--- config.mk ---
export PLATFORM = sky130hd
export DESIGN_NAME = string_multiplicative_hash_flat
export DESIGN_NICKNAME = d
export VERILOG_FILES = /design/src/hdl/smh_pkg.sv /design/src/hdl/smh_if.sv /design/src/hdl/string_multiplicative_hash.sv /design/src/flat_wrapper.sv
export SDC_FILE = /design/constraint.sdc
export NUM_CORES = 1
export LEC_CHECK = 0
export ABC_AREA = 1
export BUFFER_PORTS_ARGS = -buffer_cell sky130_fd_sc_hd__buf_2
export CAP_MARGIN = 20
export CORE_MARGIN = 4
export CORE_UTILIZATION = 25
export DETAILED_ROUTE_END_ITERATION = 6
export SYNTH_ARGS = -nofsm -noshare
export SYNTH_HDL_FRONTEND = slang
export SYNTH_SLANG_ARGS = --single-unit
--- constraint.sdc ---
create_clock -name clk_i -period 8.3 [get_ports clk_i]
set_input_delay 0.415 -clock clk_i [delete_from_list [all_inputs] [get_ports clk_i]]
set_output_delay 0.415 -clock clk_i [all_outputs]
set_load 0.01 [all_outputs]
--- src/hdl/smh_pkg.sv ---
// Shared types, constants and the constant multiplier for the string hash block.
package smh_pkg;

  localparam int unsigned HashWidth  = 64;
  localparam int unsigned ByteWidth  = 8;
  localparam int unsigned CountWidth = 32;
  localparam int unsigned FirstShift = 7;

  typedef logic [HashWidth-1:0]        hash_t;
  typedef logic signed [HashWidth-1:0] hash_s_t;
  typedef logic [ByteWidth-1:0]        byte_t;
  typedef logic [CountWidth-1:0]       count_t;

  localparam count_t CountMax = '1;

  // Configuration register indexes
  typedef enum logic [0:0] {
    REG_HASH_PREFIX = 1'b0,
    REG_HASH_SUFFIX = 1'b1
  } cfg_reg_e;

  // Multiply by 1000003 = 2^20 - 2^16 + 2^14 + 2^9 + 2^6 + 2^2 - 1, modulo 2^64
  function automatic hash_t mul_hash_const(input hash_t h);
    hash_t acc;
    acc = (h << 20) - (h << 16) + (h << 14) + (h << 9) + (h << 6) + (h << 2) - h;
    return acc;
  endfunction

endpackage

--- src/hdl/smh_if.sv ---
// Valid/ready channel interfaces for byte input, hash output and configuration writes.
interface smh_in_if;
  logic             valid;
  logic             ready;
  smh_pkg::byte_t   data_byte;
  logic             is_last;

  modport source (output valid, data_byte, is_last, input ready);
  modport sink   (input valid, data_byte, is_last, output ready);
endinterface

interface smh_out_if;
  logic              valid;
  logic              ready;
  smh_pkg::hash_s_t  hash_value;

  modport source (output valid, hash_value, input ready);
  modport sink   (input valid, hash_value, output ready);
endinterface

interface smh_cfg_if;
  logic              valid;
  logic              ready;
  smh_pkg::cfg_reg_e index;
  smh_pkg::hash_t    data;

  modport source (output valid, index, data, input ready);
  modport sink   (input valid, index, data, output ready);
endinterface

--- src/hdl/string_multiplicative_hash.sv ---
// Randomised multiplicative string hash: one byte per item, one result per string.
// Path: a string's last byte is held in the input register, and its result then
//   in the result register, where it stays while the output stalls.
// Throughput: one byte per cycle; the hash/count update is one constant multiply
//   and XOR per cycle. A stalled result blocks only a following last byte, and the bytes behind it.
// Reset: asynchronous, active low; clears the running hash, byte count,
//   prefix, suffix and all valid flags.
module string_multiplicative_hash (
  input  logic      clk_i,
  input  logic      rst_ni,
  smh_in_if.sink    byte_i,
  smh_out_if.source hash_o,
  smh_cfg_if.sink   cfg_i
);
  import smh_pkg::*;

  hash_t  prefix_q, suffix_q;
  hash_t  run_q;
  count_t cnt_q;

  logic   item_vld_q;
  byte_t  item_byte_q;
  logic   item_last_q;

  logic   out_vld_q;
  hash_t  out_hash_q;

  logic   process;
  logic   first;
  hash_t  byte_ext;
  hash_t  h_base;
  hash_t  h_new;
  count_t cnt_inc;
  hash_t  result_d;

  assign cfg_i.ready = 1'b1;

  always_ff @(posedge clk_i or negedge rst_ni) begin
    if (!rst_ni) begin
      prefix_q <= '0;
      suffix_q <= '0;
    end else if (cfg_i.valid) begin
      unique case (cfg_i.index)
        REG_HASH_PREFIX: prefix_q <= cfg_i.data;
        REG_HASH_SUFFIX: suffix_q <= cfg_i.data;
        default: ;
      endcase
    end
  end

  // Only a last byte needs room in the result register
  assign process      = item_vld_q & (~item_last_q | ~out_vld_q | hash_o.ready);
  assign byte_i.ready = ~item_vld_q | process;

  always_ff @(posedge clk_i or negedge rst_ni) begin
    if (!rst_ni) begin
      item_vld_q <= 1'b0;
    end else if (byte_i.ready) begin
      item_vld_q <= byte_i.valid;
    end
  end

  always_ff @(posedge clk_i) begin
    if (byte_i.valid && byte_i.ready) begin
      item_byte_q <= byte_i.data_byte;
      item_last_q <= byte_i.is_last;
    end
  end

  assign first    = (cnt_q == '0);
  assign byte_ext = HashWidth'(item_byte_q);
  assign h_base   = first ? (prefix_q ^ (byte_ext << FirstShift)) : run_q;
  assign h_new    = mul_hash_const(h_base) ^ byte_ext;
  assign cnt_inc  = (cnt_q == CountMax) ? cnt_q : cnt_q + count_t'(1);
  assign result_d = (first && item_last_q) ? byte_ext
                                           : (h_new ^ HashWidth'(cnt_inc) ^ suffix_q);

  always_ff @(posedge clk_i or negedge rst_ni) begin
    if (!rst_ni) begin
      run_q <= '0;
      cnt_q <= '0;
    end else if (process) begin
      if (item_last_q) begin
        run_q <= '0;
        cnt_q <= '0;
      end else begin
        run_q <= h_new;
        cnt_q <= cnt_inc;
      end
    end
  end

  always_ff @(posedge clk_i or negedge rst_ni) begin
    if (!rst_ni) begin
      out_vld_q <= 1'b0;
    end else if (process && item_last_q) begin
      out_vld_q <= 1'b1;
    end else if (hash_o.ready) begin
      out_vld_q <= 1'b0;
    end
  end

  always_ff @(posedge clk_i) begin
    if (process && item_last_q) begin
      out_hash_q <= result_d;
    end
  end

  assign hash_o.valid      = out_vld_q;
  assign hash_o.hash_value = $signed(out_hash_q);

endmodule

--- src/flat_wrapper.sv ---
// flat-port wrapper written by rule: the top's interface ports become plain ports
module string_multiplicative_hash_flat import smh_pkg::*;
  (clk_i, rst_ni, byte_i_valid, byte_i_data_byte, byte_i_is_last, byte_i_ready, hash_o_valid, hash_o_hash_value, hash_o_ready, cfg_i_valid, cfg_i_index, cfg_i_data, cfg_i_ready);
  smh_in_if byte_i_i ();
  smh_out_if hash_o_i ();
  smh_cfg_if cfg_i_i ();
  input  logic clk_i;
  input  logic rst_ni;
  input wire logic [$bits(byte_i_i.valid)-1:0] byte_i_valid;
  input wire logic [$bits(byte_i_i.data_byte)-1:0] byte_i_data_byte;
  input wire logic [$bits(byte_i_i.is_last)-1:0] byte_i_is_last;
  output wire logic [$bits(byte_i_i.ready)-1:0] byte_i_ready;
  output wire logic [$bits(hash_o_i.valid)-1:0] hash_o_valid;
  output wire logic [$bits(hash_o_i.hash_value)-1:0] hash_o_hash_value;
  input wire logic [$bits(hash_o_i.ready)-1:0] hash_o_ready;
  input wire logic [$bits(cfg_i_i.valid)-1:0] cfg_i_valid;
  input wire logic [$bits(cfg_i_i.index)-1:0] cfg_i_index;
  input wire logic [$bits(cfg_i_i.data)-1:0] cfg_i_data;
  output wire logic [$bits(cfg_i_i.ready)-1:0] cfg_i_ready;
  assign byte_i_i.valid = byte_i_valid;
  assign byte_i_i.data_byte = byte_i_data_byte;
  assign byte_i_i.is_last = byte_i_is_last;
  assign byte_i_ready = byte_i_i.ready;
  assign hash_o_valid = hash_o_i.valid;
  assign hash_o_hash_value = hash_o_i.hash_value;
  assign hash_o_i.ready = hash_o_ready;
  assign cfg_i_i.valid = cfg_i_valid;
  assign cfg_i_i.index = cfg_i_index;
  assign cfg_i_i.data = cfg_i_data;
  assign cfg_i_ready = cfg_i_i.ready;
  string_multiplicative_hash u_core (.clk_i(clk_i), .rst_ni(rst_ni), .byte_i(byte_i_i), .hash_o(hash_o_i), .cfg_i(cfg_i_i));
endmodule
==> out/results.tsv <==
metric	value	unit
timing.slew.headroom	21.6	%
synthTopCellsByCount	nand2_1, inv_1, o21ai_0, dfrtp_1, nor2_1	
yosys.area.top_type	dfrtp_1	
startpoint	u_core.cnt_q[1]$_DFFE_PN0P_	
ios	146	
dpl.cell_count	4706	
synth_top_area_share	21.9	%
crit_fanout	24	
fin_crit	7.77	ns
worst_slack	0.532	ns
cts_sinks	299	
hold_path.class	in2reg	
dieArea	0.109	mm2
drc_errors	0	
synthFlopType	dfrtp_1	
status	completed	
critPathRequiredTime	8.65	ns
setup_violations	0	
fin_cells	4781	
grt_pass1_vias	22300	
finalInstanceArea	0.0298	mm2
wl_per_cell	19.4	um
htreeDepth	2	
grt_first_pass_wirelength	139	mm
synth-seq-cells	299	
synthesis.yosys.warnings	0	
cts_resized	0	
routed_wl	92.8	mm
drive_gt1_share	10.7	%
r2r_start	u_core.cnt_q[1]$_DFFE_PN0P_	
num_vias	22000	
place_ws	0.691	ns
hold_viol	0	
num_rows	117	
syn_avg_cell_area	8.05	um2
end_kind	flip-flop	
async_flop_share	75.6	%
post_synth_main_area_contributors	dfrtp_1, fa_1, nand2_1	
grt_setup_unrepaired	no	
ctsHoldBuffers	10	
tightest_slew	1.18	ns
tns	0	ns
place.gp.congestion	0.979	
startpoint_type	flip-flop	
max_freq	129	MHz
cts_buffer_depth	3	
multi_input_area	0.0154	mm2
cts-root-buf	clkbuf_16	
numCtsBuffers	35	
syn_inst	3212	
post-route-period-util	93.6	%
cp_data_arrival_time	8.12	ns
seq_area	0.00785	mm2
clk_latency	0.58	ns
drt-initial-drc-count	1701	
dp_hpwl	74.5	mm
grtUsageTotal	16.9	%
dieWidth	330	um
antenna_found_initial	2	
cts_tree	yes	
vias_per_cell	4.61	
ant_nets	0	
nNetsFinal	3795	
synthDistinctLibCells	55	
grt_overflow_total	0	
finalMaxSlewViolations	0	
ys_seq_area_share	30.3	%
synth_edf_count	73	
cts.clk_slew.worst_paths	0.06	ns
synth_nets	3621	
placed_area	0.0284	mm2
port_buffers	144	
grt_max_degree	153	
worstHoldStart	byte_i_valid	
syn_area	0.0259	mm2
cts_setup_buffers	0	
fin_skew	0.0372	ns
die_y	330	um
n_fill_cell	11100	
initial_core_util	25.3	%
synth_most_common_cell	nand2_1	
syn2layout_area_growth	15.1	%
n_antenna_cell	0	
core_area	0.102	mm2
path_class	reg2reg	
max_cap_violations	0	
dr.pass1.iters	5	
## layout by cell type, fill, tap and decap left out, drive strengths merged, types with 18 or more instances in the layout
cell / netlist / layout
o21ai: 350 / 350
xnor2: 36 / 36
nand4: 18 / 18
nand3: 68 / 68
nand2: 716 / 716
ha: 128 / 128
a21o: 34 / 34
dfrtp: 226 / 226
a22o: 24 / 24
or2: 31 / 31
xor2: 140 / 140
clkbuf: 53 / 43
buf: 20 / 199
inv: 621 / 629
edfxtp: 73 / 73
o22ai: 18 / 18
nor2: 228 / 228
nor3: 26 / 26
a21oi: 127 / 127
fa: 202 / 202
## final cells by class
| cell class | instances | share of cell area (%) |
|---|---|---|
| clock buffers | 42 | 3.24 |
| clock inverters | 22 | 0.912 |
| inverters | 621 | 7.84 |
| multi-input cells | 2219 | 51.6 |
| flip-flops and latches | 299 | 26.4 |
| well taps | 1368 | 5.75 |
| repair buffers | 210 | 4.28 |
## metrics by stage
step | hold slack [ns] | util (%)
final | 0.0719 | 29.1
after global routing | 0.0818 | 29.1
after CTS | 0.0465 | 29.1
after detailed placement | 0.464 | 27.8
after global placement | 0.459 | 27.8
after floorplan | 0.119 | -
## layer usage
layer  vias up  wire [um]  track usage (%)
met5         -          8                0
met4         2       3440             6.12
met3       150       4310             1.76
met2       601      44600             29.1
met1     10800      40500             22.2
li1      10500          -                -
## flip-flops by register name (all words and copies together) (netlist names)
| signal | cells |
|---|---|
| u_core.hash_o.hash_value | 64 |
| u_core.cnt_q | 32 |
| u_core.suffix_q | 64 |
| u_core.item_vld_q | 1 |
| u_core.prefix_q | 64 |
| u_core.hash_o.valid | 1 |
| u_core.item_last_q | 1 |
| u_core.item_byte_q | 8 |
| u_core.run_q | 64 |
## worst paths after layout
check                                                             end  slack (ns)  cells past startpoint
setup / recovery           u_core.hash_o.hash_value[26]$_SDFFCE_PP0P_        0.53                     25
hold / removal                          u_core.item_vld_q$_DFFE_PN0N_        0.07                      3
setup reg to reg           u_core.hash_o.hash_value[26]$_SDFFCE_PP0P_        0.53                     25
hold reg to reg                          u_core.run_q[56]$_DFFE_PN0P_        0.48                      2
max in group asynchronous                u_core.cnt_q[20]$_DFFE_PN0P_        6.46                      3
min in group asynchronous                u_core.run_q[44]$_DFFE_PN0P_        0.45                      2
## worst max-delay path: stages (launching register included)
cell	delay [ns]
dfrtp_1	0.40
inv_1	0.16
ha_1	0.21
nand2_1	0.06
nor2_1	0.15
nand2_2	0.17
nor2_4	0.45
buf_4	0.40
nor2_1	0.11
a21oi_1	0.57
fa_1	0.53
fa_1	0.47
fa_1	0.54
inv_1	0.06
fa_1	0.58
inv_1	0.06
ha_1	0.38
nand2_1	0.13
nor2_1	0.24
nand2_1	0.19
nor4_1	0.60
nand2_1	0.10
nand3_1	0.21
xor2_1	0.36
nand2_1	0.10
a21oi_1	0.29
## cell families after synthesis
logic type / Yosys count / synth area share, %
buffers and inverters: 694 / 10.4
adders and majority gates: 330 / 21.8
AOI/OAI and AO/OA: 595 / 13.5
other: 1 / 0.0145
xor gates and xnor gates: 176 / 5.96
and+or+nand+nor: 1117 / 18.0
DFF: 299 / 30.3
Power is left out: the tool's default activity adds up to more than one toggle a clock period on the data nets, which glitch-free logic cannot reach.
